File: src/rv32i_to_rvc_compressor_unit_macros.svh
// ----------------------------------------------------------------------------
// RVC compressor assertion macros
// Concurrent assertion wrappers used by the compressor unit.
// ----------------------------------------------------------------------------
`ifndef RV32I_TO_RVC_COMPRESSOR_UNIT_MACROS_SVH
`define RV32I_TO_RVC_COMPRESSOR_UNIT_MACROS_SVH

`ifndef NO_ASSERTIONS

`define RVC_ASSERT_IMPLIES(label, clk, rst_n, ante, cons) \
    label: assert property (@(posedge clk) disable iff (!rst_n) (ante) |-> (cons)) \
        else $error("rvc assertion failed");

`define RVC_ASSERT_NEXT(label, clk, rst_n, ante, cons) \
    label: assert property (@(posedge clk) disable iff (!rst_n) (ante) |=> (cons)) \
        else $error("rvc assertion failed");

`else

`define RVC_ASSERT_IMPLIES(label, clk, rst_n, ante, cons)

`define RVC_ASSERT_NEXT(label, clk, rst_n, ante, cons)

`endif

`endif

File: src/rvc_pkg.sv
// ----------------------------------------------------------------------------
// RVC compressor package
// Item types, opcodes and transfer class codes for the RV32I to RVC compressor.
// ----------------------------------------------------------------------------
`default_nettype none

package rvc_pkg;

    localparam logic [6:0] OP_REG    = 7'h33;
    localparam logic [6:0] OP_IMM    = 7'h13;
    localparam logic [6:0] OP_LOAD   = 7'h03;
    localparam logic [6:0] OP_LUI    = 7'h37;
    localparam logic [6:0] OP_STORE  = 7'h23;
    localparam logic [6:0] OP_BRANCH = 7'h63;
    localparam logic [6:0] OP_JAL    = 7'h6f;
    localparam logic [6:0] OP_JALR   = 7'h67;

    localparam logic [2:0] KIND_NONE   = 3'd0;
    localparam logic [2:0] KIND_CB     = 3'd1;
    localparam logic [2:0] KIND_CJ     = 3'd2;
    localparam logic [2:0] KIND_CR     = 3'd3;
    localparam logic [2:0] KIND_FULL_B = 3'd4;
    localparam logic [2:0] KIND_FULL_J = 3'd5;
    localparam logic [2:0] KIND_FULL_R = 3'd6;

    typedef struct packed {
        logic [31:0] instruction;
        logic [11:0] position;
    } rvc_in_t;

    typedef struct packed {
        logic        compressed_ok;
        logic [15:0] compressed_word;
        logic [2:0]  transfer_kind;
        logic [11:0] position_out;
    } rvc_out_t;

    function automatic logic is_prime(input logic [4:0] r);
        return r[4:3] == 2'b01;
    endfunction

endpackage

`default_nettype wire

File: src/rvc_in_stage.sv
// ----------------------------------------------------------------------------
// RVC input stage
// Registers one instruction item and hands it to the encoder.
// ----------------------------------------------------------------------------
`default_nettype none

module rvc_in_stage (
    input  wire logic           clk,
    input  wire logic           rst_n,
    input  wire logic           up_valid,
    output logic                up_ready,
    input  wire rvc_pkg::rvc_in_t up_data,
    output logic                dn_valid,
    input  wire logic           dn_ready,
    output rvc_pkg::rvc_in_t    dn_data
);
    import rvc_pkg::*;

    logic    valid_reg;
    logic    valid_next;
    rvc_in_t data_reg;

    assign up_ready = !valid_reg || dn_ready;

    always_comb
    begin
        valid_next = valid_reg;
        if (up_valid && up_ready)
        begin
            valid_next = 1'b1;
        end
        else if (dn_ready)
        begin
            valid_next = 1'b0;
        end
    end

    always_ff @(posedge clk or negedge rst_n)
    begin
        if (!rst_n)
        begin
            valid_reg <= 1'b0;
        end
        else
        begin
            valid_reg <= valid_next;
        end
    end

    always_ff @(posedge clk)
    begin
        if (up_valid && up_ready)
        begin
            data_reg <= up_data;
        end
    end

    assign dn_valid = valid_reg;
    assign dn_data  = data_reg;

endmodule

`default_nettype wire

File: src/rvc_enc.sv
// ----------------------------------------------------------------------------
// RVC encoder
// Re-encodes one RV32I word as a 16-bit RVC word where it can (zero otherwise) and classifies transfers.
// ----------------------------------------------------------------------------
`default_nettype none

module rvc_enc (
    input  wire rvc_pkg::rvc_in_t enc_in,
    output rvc_pkg::rvc_out_t     enc_out
);
    import rvc_pkg::*;

    logic [31:0] w;
    logic [6:0]  opc;
    logic [4:0]  rd;
    logic [2:0]  f3;
    logic [4:0]  rs1;
    logic [4:0]  rs2;
    logic [6:0]  f7;
    logic [11:0] imm;
    logic        small_imm;
    logic [19:0] u;
    logic [11:0] boff;
    logic [11:0] joff;
    logic [1:0]  alu_sel;
    logic [15:0] word;
    logic [2:0]  kind;

    assign w         = enc_in.instruction;
    assign opc       = w[6:0];
    assign rd        = w[11:7];
    assign f3        = w[14:12];
    assign rs1       = w[19:15];
    assign rs2       = w[24:20];
    assign f7        = w[31:25];
    assign imm       = w[31:20];
    assign small_imm = (f7 == 7'h00) || (f7 == 7'h7f);
    assign u         = w[31:12];
    assign boff      = {w[7], w[30:25], w[11:8], 1'b0};
    assign joff      = {w[20], w[30:21], 1'b0};
    assign alu_sel   = (f3 == 3'd7) ? 2'd3 : (f3 == 3'd6) ? 2'd2 : (f3 == 3'd4) ? 2'd1 : 2'd0;

    always_comb
    begin
        word = 16'h0000;
        kind = KIND_NONE;
        unique case (opc)
            OP_REG:
            begin
                priority if (f3 == 3'd0 && f7 == 7'h00 && rd != 5'd0 && rs2 != 5'd0)
                begin
                    if (rs1 == rd)
                        word = {4'b1001, rd, rs2, 2'b10};
                    else if (rs1 == 5'd0)
                        word = {4'b1000, rd, rs2, 2'b10};
                end
                else if (rd == rs1 && is_prime(rd) && is_prime(rs2) &&
                         ((f7 == 7'h00 && (f3 == 3'd7 || f3 == 3'd6 || f3 == 3'd4)) ||
                          (f7 == 7'h20 && f3 == 3'd0)))
                begin
                    word = {6'b100011, rd[2:0], alu_sel, rs2[2:0], 2'b01};
                end
                else
                begin
                    word = 16'h0000;
                end
            end
            OP_IMM:
            begin
                priority if (f3 == 3'd0 && rd != 5'd0 && rs1 == 5'd0 && small_imm)
                    word = {3'b010, imm[5], rd, imm[4:0], 2'b01};
                else if (f3 == 3'd0 && rd != 5'd0 && rs1 == rd && imm != 12'd0 && small_imm)
                    word = {3'b000, imm[5], rd, imm[4:0], 2'b01};
                else if (f3 == 3'd1 && f7 == 7'h00 && rd != 5'd0 && rs1 == rd)
                    word = {3'b000, imm[5], rd, imm[4:0], 2'b10};
                else if (f3 == 3'd5 && f7 == 7'h00 && is_prime(rd) && rs1 == rd)
                    word = {3'b100, imm[5], 2'b00, rd[2:0], imm[4:0], 2'b01};
                else if (f3 == 3'd5 && f7 == 7'h20 && is_prime(rd) && rs1 == rd)
                    word = {3'b100, 1'b0, 2'b01, rd[2:0], imm[4:0], 2'b01};
                else if (f3 == 3'd7 && is_prime(rd) && rs1 == rd && small_imm)
                    word = {3'b100, imm[5], 2'b10, rd[2:0], imm[4:0], 2'b01};
                else
                    word = 16'h0000;
            end
            OP_LOAD:
            begin
                if (!imm[11] && f3 == 3'd2 && is_prime(rd) && is_prime(rs1) &&
                    imm[1:0] == 2'b00 && imm[11:7] == 5'd0)
                begin
                    word = {3'b010, imm[5:3], rs1[2:0], imm[2], imm[6], rd[2:0], 2'b00};
                end
            end
            OP_LUI:
            begin
                if (rd != 5'd0 && rd != 5'd2 && u != 20'd0 &&
                    (u[19:5] == 15'h0000 || u[19:5] == 15'h7fff))
                begin
                    word = {3'b011, u[5], rd, u[4:0], 2'b01};
                end
            end
            OP_STORE:
            begin
                if (f3 == 3'd2 && is_prime(rs1) && is_prime(rs2) &&
                    rd[1:0] == 2'b00 && f7[6:2] == 5'd0)
                begin
                    word = {3'b110, f7[0], rd[4:3], rs1[2:0], rd[2], f7[1], rs2[2:0], 2'b00};
                end
            end
            OP_BRANCH:
            begin
                if ((f3 == 3'd0 || f3 == 3'd1) && is_prime(rs1) && rs2 == 5'd0)
                begin
                    kind = KIND_CB;
                    word = {2'b11, f3[0], boff[8], boff[4:3], rs1[2:0],
                            boff[7:6], boff[2:1], boff[5], 2'b01};
                end
                else
                begin
                    kind = KIND_FULL_B;
                end
            end
            OP_JAL:
            begin
                if (rd[4:1] == 4'd0)
                begin
                    kind = KIND_CJ;
                    word = {!rd[0], 2'b01, joff[11], joff[4], joff[9:8], joff[10],
                            joff[6], joff[7], joff[3:1], joff[5], 2'b01};
                end
                else
                begin
                    kind = KIND_FULL_J;
                end
            end
            OP_JALR:
            begin
                if (rs1 != 5'd0 && f3 == 3'd0 && imm == 12'd0 && rd[4:1] == 4'd0)
                begin
                    kind = KIND_CR;
                    word = {3'b100, rd[0], rs1, 5'd0, 2'b10};
                end
                else
                begin
                    kind = KIND_FULL_R;
                end
            end
            default:
            begin
                word = 16'h0000;
                kind = KIND_NONE;
            end
        endcase
    end

    assign enc_out.compressed_ok   = |word;
    assign enc_out.compressed_word = word;
    assign enc_out.transfer_kind   = kind;
    assign enc_out.position_out    = enc_in.position;

endmodule

`default_nettype wire

File: src/rvc_out_stage.sv
// ----------------------------------------------------------------------------
// RVC output stage
// Registers one result item and holds it until the receiver takes it.
// ----------------------------------------------------------------------------
`default_nettype none

module rvc_out_stage (
    input  wire logic            clk,
    input  wire logic            rst_n,
    input  wire logic            up_valid,
    output logic                 up_ready,
    input  wire rvc_pkg::rvc_out_t up_data,
    output logic                 dn_valid,
    input  wire logic            dn_ready,
    output rvc_pkg::rvc_out_t    dn_data
);
    import rvc_pkg::*;

    logic     valid_reg;
    logic     valid_next;
    rvc_out_t data_reg;

    assign up_ready = !valid_reg || dn_ready;

    always_comb
    begin
        valid_next = valid_reg;
        if (up_valid && up_ready)
        begin
            valid_next = 1'b1;
        end
        else if (dn_ready)
        begin
            valid_next = 1'b0;
        end
    end

    always_ff @(posedge clk or negedge rst_n)
    begin
        if (!rst_n)
        begin
            valid_reg <= 1'b0;
        end
        else
        begin
            valid_reg <= valid_next;
        end
    end

    always_ff @(posedge clk)
    begin
        if (up_valid && up_ready)
        begin
            data_reg <= up_data;
        end
    end

    assign dn_valid = valid_reg;
    assign dn_data  = data_reg;

endmodule

`default_nettype wire

File: src/rv32i_to_rvc_compressor_unit.sv
// ----------------------------------------------------------------------------
// RV32I to RVC compressor unit
// Takes RV32I instruction items, gives RVC results with a transfer class.
// ----------------------------------------------------------------------------
// Usage:
//   instr channel: instr_valid / instr_ready carry one instruction word and
//   its program position. result channel: result_valid / result_ready carry
//   the success flag, the 16-bit RVC word (zero when not compressed), the
//   transfer class code and the echoed position.
//   Path: result_valid rises once the item has passed the input register and
//   then the result register around the combinational encoder; a stall can
//   hold the item in the input register on the way.
//   Throughput: one item per cycle while result_ready stays high.
//   Reset: both stages empty; instr_ready high, result_valid low.
//   Stall: with result_ready low the result holds; the input register still
//   takes one more item, after which instr_ready drops until the result is
//   taken. Items are never dropped or repeated.
// ----------------------------------------------------------------------------
`default_nettype none

`include "rv32i_to_rvc_compressor_unit_macros.svh"

module rv32i_to_rvc_compressor_unit (
    input  wire logic             clk,
    input  wire logic             rst_n,
    input  wire logic             instr_valid,
    output logic                  instr_ready,
    input  wire rvc_pkg::rvc_in_t instr,
    output logic                  result_valid,
    input  wire logic             result_ready,
    output rvc_pkg::rvc_out_t     result
);
    import rvc_pkg::*;

    logic     enc_valid;
    logic     enc_ready;
    rvc_in_t  enc_in;
    rvc_out_t enc_out;

    logic     ok_consistent;
    logic     quadrant_ok;
    logic     short_kind;
    logic     full_kind;
    logic     taken_flowing;

    rvc_in_stage u_in_stage (
        .clk      (clk),
        .rst_n    (rst_n),
        .up_valid (instr_valid),
        .up_ready (instr_ready),
        .up_data  (instr),
        .dn_valid (enc_valid),
        .dn_ready (enc_ready),
        .dn_data  (enc_in)
    );

    rvc_enc u_enc (
        .enc_in  (enc_in),
        .enc_out (enc_out)
    );

    rvc_out_stage u_out_stage (
        .clk      (clk),
        .rst_n    (rst_n),
        .up_valid (enc_valid),
        .up_ready (enc_ready),
        .up_data  (enc_out),
        .dn_valid (result_valid),
        .dn_ready (result_ready),
        .dn_data  (result)
    );

    assign ok_consistent = result.compressed_ok == (result.compressed_word != 16'h0000);
    assign quadrant_ok   = result.compressed_word[1:0] != 2'b11;
    assign short_kind    = result.transfer_kind == KIND_CB ||
                           result.transfer_kind == KIND_CJ ||
                           result.transfer_kind == KIND_CR;
    assign full_kind     = result.transfer_kind == KIND_FULL_B ||
                           result.transfer_kind == KIND_FULL_J ||
                           result.transfer_kind == KIND_FULL_R;
    assign taken_flowing = instr_valid && instr_ready && result_ready;

    `RVC_ASSERT_IMPLIES(a_ok_matches_word, clk, rst_n, result_valid, ok_consistent)
    `RVC_ASSERT_IMPLIES(a_rvc_quadrant, clk, rst_n, result_valid && result.compressed_ok, quadrant_ok)
    `RVC_ASSERT_IMPLIES(a_short_kind_ok, clk, rst_n, result_valid && short_kind, result.compressed_ok)
    `RVC_ASSERT_IMPLIES(a_full_kind_not_ok, clk, rst_n, result_valid && full_kind, !result.compressed_ok)
    `RVC_ASSERT_IMPLIES(a_no_stall_when_drained, clk, rst_n, result_ready, instr_ready)
    `RVC_ASSERT_NEXT(a_two_cycle_latency, clk, rst_n, taken_flowing ##1 result_ready, result_valid)

endmodule

`default_nettype wire
File: config.mk
export PLATFORM = sky130hd
export DESIGN_NAME = rv32i_to_rvc_compressor_unit
export DESIGN_NICKNAME = d
export VERILOG_FILES = /design/src/rvc_pkg.sv /design/src/rvc_in_stage.sv /design/src/rvc_enc.sv /design/src/rvc_out_stage.sv /design/src/rv32i_to_rvc_compressor_unit.sv
export VERILOG_INCLUDE_DIRS = /design/src /design/src/src
export SDC_FILE = /design/constraint.sdc
export NUM_CORES = 1
export LEC_CHECK = 0
export ABC_CLOCK_PERIOD_IN_PS = 5900
export BUFFER_PORTS_ARGS = -buffer_cell sky130_fd_sc_hd__buf_2
export CELL_PAD_IN_SITES_DETAIL_PLACEMENT = 1
export CELL_PAD_IN_SITES_GLOBAL_PLACEMENT = 1
export CORE_MARGIN = 3
export CORE_UTILIZATION = 46
export CTS_CLUSTER_DIAMETER = 50
export DETAILED_ROUTE_END_ITERATION = 12
export MAX_ROUTING_LAYER = met4
export PLACE_DENSITY_LB_ADDON = 0.08
export SYNTH_ARGS = -nofsm -noshare
export SYNTH_HDL_FRONTEND = slang
export SYNTH_SLANG_ARGS = --single-unit
File: constraint.sdc
create_clock -name clk -period 5.9 [get_ports clk]
set_clock_uncertainty 0.05 [all_clocks]
set_input_delay 0 -clock clk [delete_from_list [all_inputs] [get_ports clk]]
set_output_delay 0 -clock clk [all_outputs]
set_load 0.1 [all_outputs]
Yosys cells after proc, flatten, opt, wreduce, memory -nomap -nowiden
Index checks and enable logic that the tools add are counted.
- register bits: 78
- bits in latches: 0
- memory bits (writable): 0
- bits in read-only memories: 0
- input bits: 48
- logic and storage cells: 134
- memories: 0
- add/sub/neg operators: 0
- multipliers: 0
- div/mod/pow operators: 0
- $lt $le $gt $ge: 0
- eq/ne operators: 23
- shifts and indexed selects: 0
- muxes and demuxes: 28
- bitwise operators: 0
- reduce and logical (&&, ||, !) cells: 75
- operator list (cell ; number):
    16-bit two-way mux ; 14
    16-bit one-hot mux with 8 select lines ; 1
    1-bit logical AND ; 45
    15-bit two-way mux ; 2
    7-bit by 6-bit equality test with 1-bit output (second input constant) ; 4
    7-bit equality test (second input constant) ; 4
    20-bit nonzero test ; 1
    16-bit OR reduction ; 1
    15-bit equality test (second input constant) ; 1
    15-bit logical NOT ; 1
    5-bit logical NOT ; 3
    5-bit nonzero test ; 3
    3-bit equality test (second input constant) ; 4
    12-bit logical NOT ; 1
    12-bit nonzero test ; 1
    5-bit equality test ; 2
    3-bit two-way mux ; 3
    3-bit one-hot mux with 3 select lines ; 1
    1-bit logical OR ; 8
    7-bit by 2-bit equality test with 1-bit output (second input constant) ; 1
    7-bit by 5-bit equality test with 1-bit output (second input constant) ; 1
    7-bit logical NOT ; 1
    2-bit by 1-bit equality test with 1-bit output (second input constant) ; 3
    1-bit two-way mux ; 5
    other kinds (9) ; 15

Longest topological paths before layout
- depth in word-level cells: 12
- mapped depth: 10
- depth with buffers taken out: 7

By module
A second synthesis with hierarchy kept.
- cells, all modules: 271
- area, all modules: 3613.5 um^2
- by module, submodules not included (module ; instances ; cells each ; area each (um^2)):
    rvc_in_stage ; 1 ; 48 ; 1375.1
    rvc_enc ; 1 ; 187 ; 1223.7
    rvc_out_stage ; 1 ; 36 ; 1014.7

Worst setup path before layout
Ideal clock, no wire load.
- path type: register -> register
- start: register u_out_stage.valid_reg (netlist: u_out_stage.dn_valid)
- end: register u_in_stage.data_reg (netlist bit u_in_stage.dn_data[0]), enable pin
- setup time: 459 ps
- arrival time: 2859 ps
- required time: 5391 ps
- path slack: 2532 ps
- stages on the path, launching flop included: 3
- path buffers: 0
- cell sequence: dfrtp_1 > nand3b_1 > and2_1
- cells in the longest elaborated chain, start to end: 4
- ends and longest elaborated chain (item ; line ; RTL):
    start, declared ; rvc_out_stage.sv:19 ; logic valid_reg;
    start signal, assigned ; rvc_out_stage.sv:46 ; valid_reg <= valid_next;
    1-bit logical NOT ; rvc_out_stage.sv:23 ; assign up_ready = !valid_reg || dn_ready;
    1-bit logical OR ; rvc_out_stage.sv:23 ;
    1-bit logical OR ; rvc_in_stage.sv:23 ; assign up_ready = !valid_reg || dn_ready;
    named net instr_ready ; rv32i_to_rvc_compressor_unit.sv:27 ; output logic instr_ready,
    1-bit logical AND ; rvc_in_stage.sv:52 ; if (up_valid && up_ready)
    end signal, assigned ; rvc_in_stage.sv:54 ; data_reg <= up_data;
    end, declared ; rvc_in_stage.sv:21 ; rvc_in_t data_reg;
The timed path passes the listed nets, and every way through them passes these cells.
A chain may end at the register's enable or synchronous reset.

==> metrics.cfg <==
[run_status]
outcome = complete, no violations

[synth]
synth_fa_ha_area_frac = 0
synth_xor_area_frac = 0.01498
synth_area_sq_um = 3508
synth_top_family_by_area = simple AND/OR/NAND/NOR gates
synth_area_leaders = edfxtp_1 (65%), nor2_1 (1.6%), nand2_1 (1.5%), dfrtp_1 (1.4%), buf_6 (1.3%)
async_flop_share = 0.02564
synth-simple-area-share = 0.1869
seq_area_frac_synth = 0.6648
synth_top_area_frac = 0.6505
synth_fp_nets = 296
yosysTopAreaCell = edfxtp_1
ys_types = 63
postSynthAreaPerCell_sq_um = 14.15
synth-compound-area-share = 0.1052
synth_mux_area_frac = 0.002853
synth_flop_cell = edfxtp_1
synth_seq_cells = 78
yosysWarnings = 0
netlist_instances = 248
synth_edf_count = 76

[routing]
drtPass1Iterations = 4
totalWireLength_mm = 10.79
antenna_left = 0
via_count = 2799
drc = 0
wire_per_inst_um = 22.30
first_iter_violations = 329
vias_per_cell = 5.783

[clock_tree]
cts_resized = 0
cts.path.max_buffers = 2
clk_latency_ns = 0.35
cts_max_level = 3
cts.sinks = 78
numCtsBuffers = 9
cts_tree = yes
root_buffer = clkbuf_8
cts.clk_slew.worst_paths_ns = 0.09

[floorplan]
start_util = 0.4786
core-area_sq_um = 7331
rows = 31
die_h_um = 93.33
dieArea_sq_um = 8710
io_pins = 82
die_width_um = 93.33

[power_and_ir_drop]
switching_share = 0.3153
pwr_density_cell_nw_per_um2 = 270.4
internal_power_w = 0.0008572
peakVddDrop_v = 0.0001780
p_leak_nw = 1.815
clkPwrFrac = 0.286
combPwrFrac = 0.170
p_seq_frac = 0.544
p_sw_w = 0.0003947

[final_layout]
multi_input_comb_area_sq_um = 1089
seq_area_sq_um = 2332
nets = 428
layout-drive-gt1-share = 0.3091
fillCellCount = 746
antenna-diode-count = 0
syn_to_final_growth_pct = 31.95

[worst_setup_path]
critPathLaunchType = register
r2r_start = u_in_stage.dn_data[40]
critical_path_class = reg2reg
cp_max_fo = 11
cp-end-kind = register
arrival_ns = 3.43
critPathRequiredTime_ns = 6.06
r2r_setup_slack_ns = 2.64
r2r_cells = 6
r2r-end = u_out_stage.dn_data[25]

[place]
dpl.hpwl_mm = 6.952
port-buffer-count = 81
place_ws_ns = 2.758
place.gp.congestion = 0.8943

[sta]
setup_ws_ns = 2.638
slew_headroom = 0.2948
hold_viol = 0
layout_worst_path_cycle_share = 0.5529
fin_setup_tns_ns = 0
drv_slew = 0
fmax_mhz = 306.5
tightest_slew_ns = 1.058
setup_violations = 0
period_minus_slack_ns = 3.262
rsz0062_at_grt = false

[global_route]
grtUsageMet1 = 0.3287
grt_pass1_wl_mm = 16.83
grtUsageMet3 = 0.04907
grt_max_degree = 45
grt_overflow = 0
grt_pass1_vias = 3006
grtUsageMet2 = 0.4473
grt.total_usage = 0.2694
antenna_found_initial = 0
grt_busiest_layer = met2

[flow_run]
max_cap_violations = 0

[hold_path]
hold_path_depth = 2
hold_class = in2reg
hold_start = instr[5]
whs_endpoint = u_in_stage.dn_data[5]

## placed cells by master (no fill, tap or decap), types with 2 or more instances in the layout
master         count
buf_2             81
edfxtp_1          76
dlygate4sd3_1     49
nor2_1            15
nand2_1           14
clkbuf_8           9
nand4_1            7
nand3_1            7
nor4_1             7
nor3_1             6
or2_2              6
nand3b_1           6
nand2b_1           6
or3_1              5
o21ai_0            5
xnor2_1            5
a21o_1             5
a22o_1             5
or4_1              4
a211o_1            3
a31oi_1            3
a221o_1            3
a32oi_1            3
clkinv_2           3
or2_1              2
or4b_1             2
nor4_2             2
and2_1             2
a222oi_1           2
inv_1              2
clkinvlp_4         2
buf_4              2
dfrtp_1            2
## critical path, stage by stage (launching register included)
cell and delay [ns]:
edfxtp_1 0.44, or4_1 0.70, or2_1 0.37, o32a_1 0.38, a311oi_2 0.73, or4b_1 0.30, a221o_1 0.16
## flip-flops by register name, summed over array words and instances, names as in the netlist
name                  count
u_in_stage.dn_valid       1
u_out_stage.dn_data      32
u_in_stage.dn_data       44
u_out_stage.dn_valid      1
## worst max path at each step
stage | start | to | depth (start not counted)
4_1_cts | u_in_stage.dn_data[40] | u_out_stage.dn_data[26] | 6
2_1_floorplan | u_out_stage.dn_valid | u_in_stage.dn_data[0] | 2
3_3_place_gp | u_in_stage.dn_data[40] | u_out_stage.dn_data[26] | 6
6_report | u_in_stage.dn_data[40] | u_out_stage.dn_data[25] | 6
3_5_place_dp | u_in_stage.dn_data[40] | u_out_stage.dn_data[25] | 6
5_1_grt | u_in_stage.dn_data[15] | u_out_stage.dn_data[23] | 7
## Yosys cell counts (all sizes together) (7+ instances only)
master,n
edfxtp,76
nor2,15
nand3,7
nand2,14
buf,9
nor4,10
nand4,7
nand3b,7
or2,8
## cell type report
| type | count | share of cell area |
|---|---|---|
| Inverter | 2 | 0.001622 |
| Multi-Input combinational cell | 157 | 0.2351 |
| Clock buffer | 10 | 0.02757 |
| Clock inverter | 6 | 0.008378 |
| Timing Repair Buffer | 132 | 0.1968 |
| Tap cell | 99 | 0.02676 |
| Sequential cell | 78 | 0.5038 |
## power groups by stage
| stage | Combinational [W] | Clock [W] | Sequential, W |
|---|---|---|---|
| finish | 0.000213 | 0.000358 | 0.000682 |
| global route | 0.000222 | 0.000388 | 0.000685 |
| CTS | 0.000210 | 0.000357 | 0.000680 |
| detailed placement | 0.000185 | 0 | 0.000692 |
| global placement | 0.000182 | 0 | 0.000691 |
| floorplan | 0.0000440 | 0 | 0.000784 |
## metrics by stage
stage	total power [W]	hold slack, ns	utilization	area [sq um]	instances
5_1_grt	0.001295	0.2964	0.6315	4629	484
3_3_place_gp	0.0008728	-0.2618	0.5419	3973	419
3_5_place_dp	0.0008769	-0.2611	0.5419	3973	419
2_1_floorplan	0.0008285	-0.3456	-	3508	248
6_report	0.001252	0.2996	0.6315	4629	484
4_1_cts	0.001248	0.2843	0.6315	4629	484
## what timing repair did
item / CTS / global route
buffers inserted: 0 / 0
endpoints found under the hold margin: 48 / 0
hold buffers: 49 / 0
## cells by family (layout without fill, tap and decap cells)
group,Yosys count,in the layout
mux,1,1
flops,78,78
xor+xnor,6,6
buf+inv,13,150
simple gates,105,105
compound gates,45,45
## metal layers
metal	up-vias	routed length [um]
met5	-	0
met2	130	5569
met1	1385	4280
li1	1256	-
met4	0	306
met3	28	636
Power figures use the tool's default switching activity.
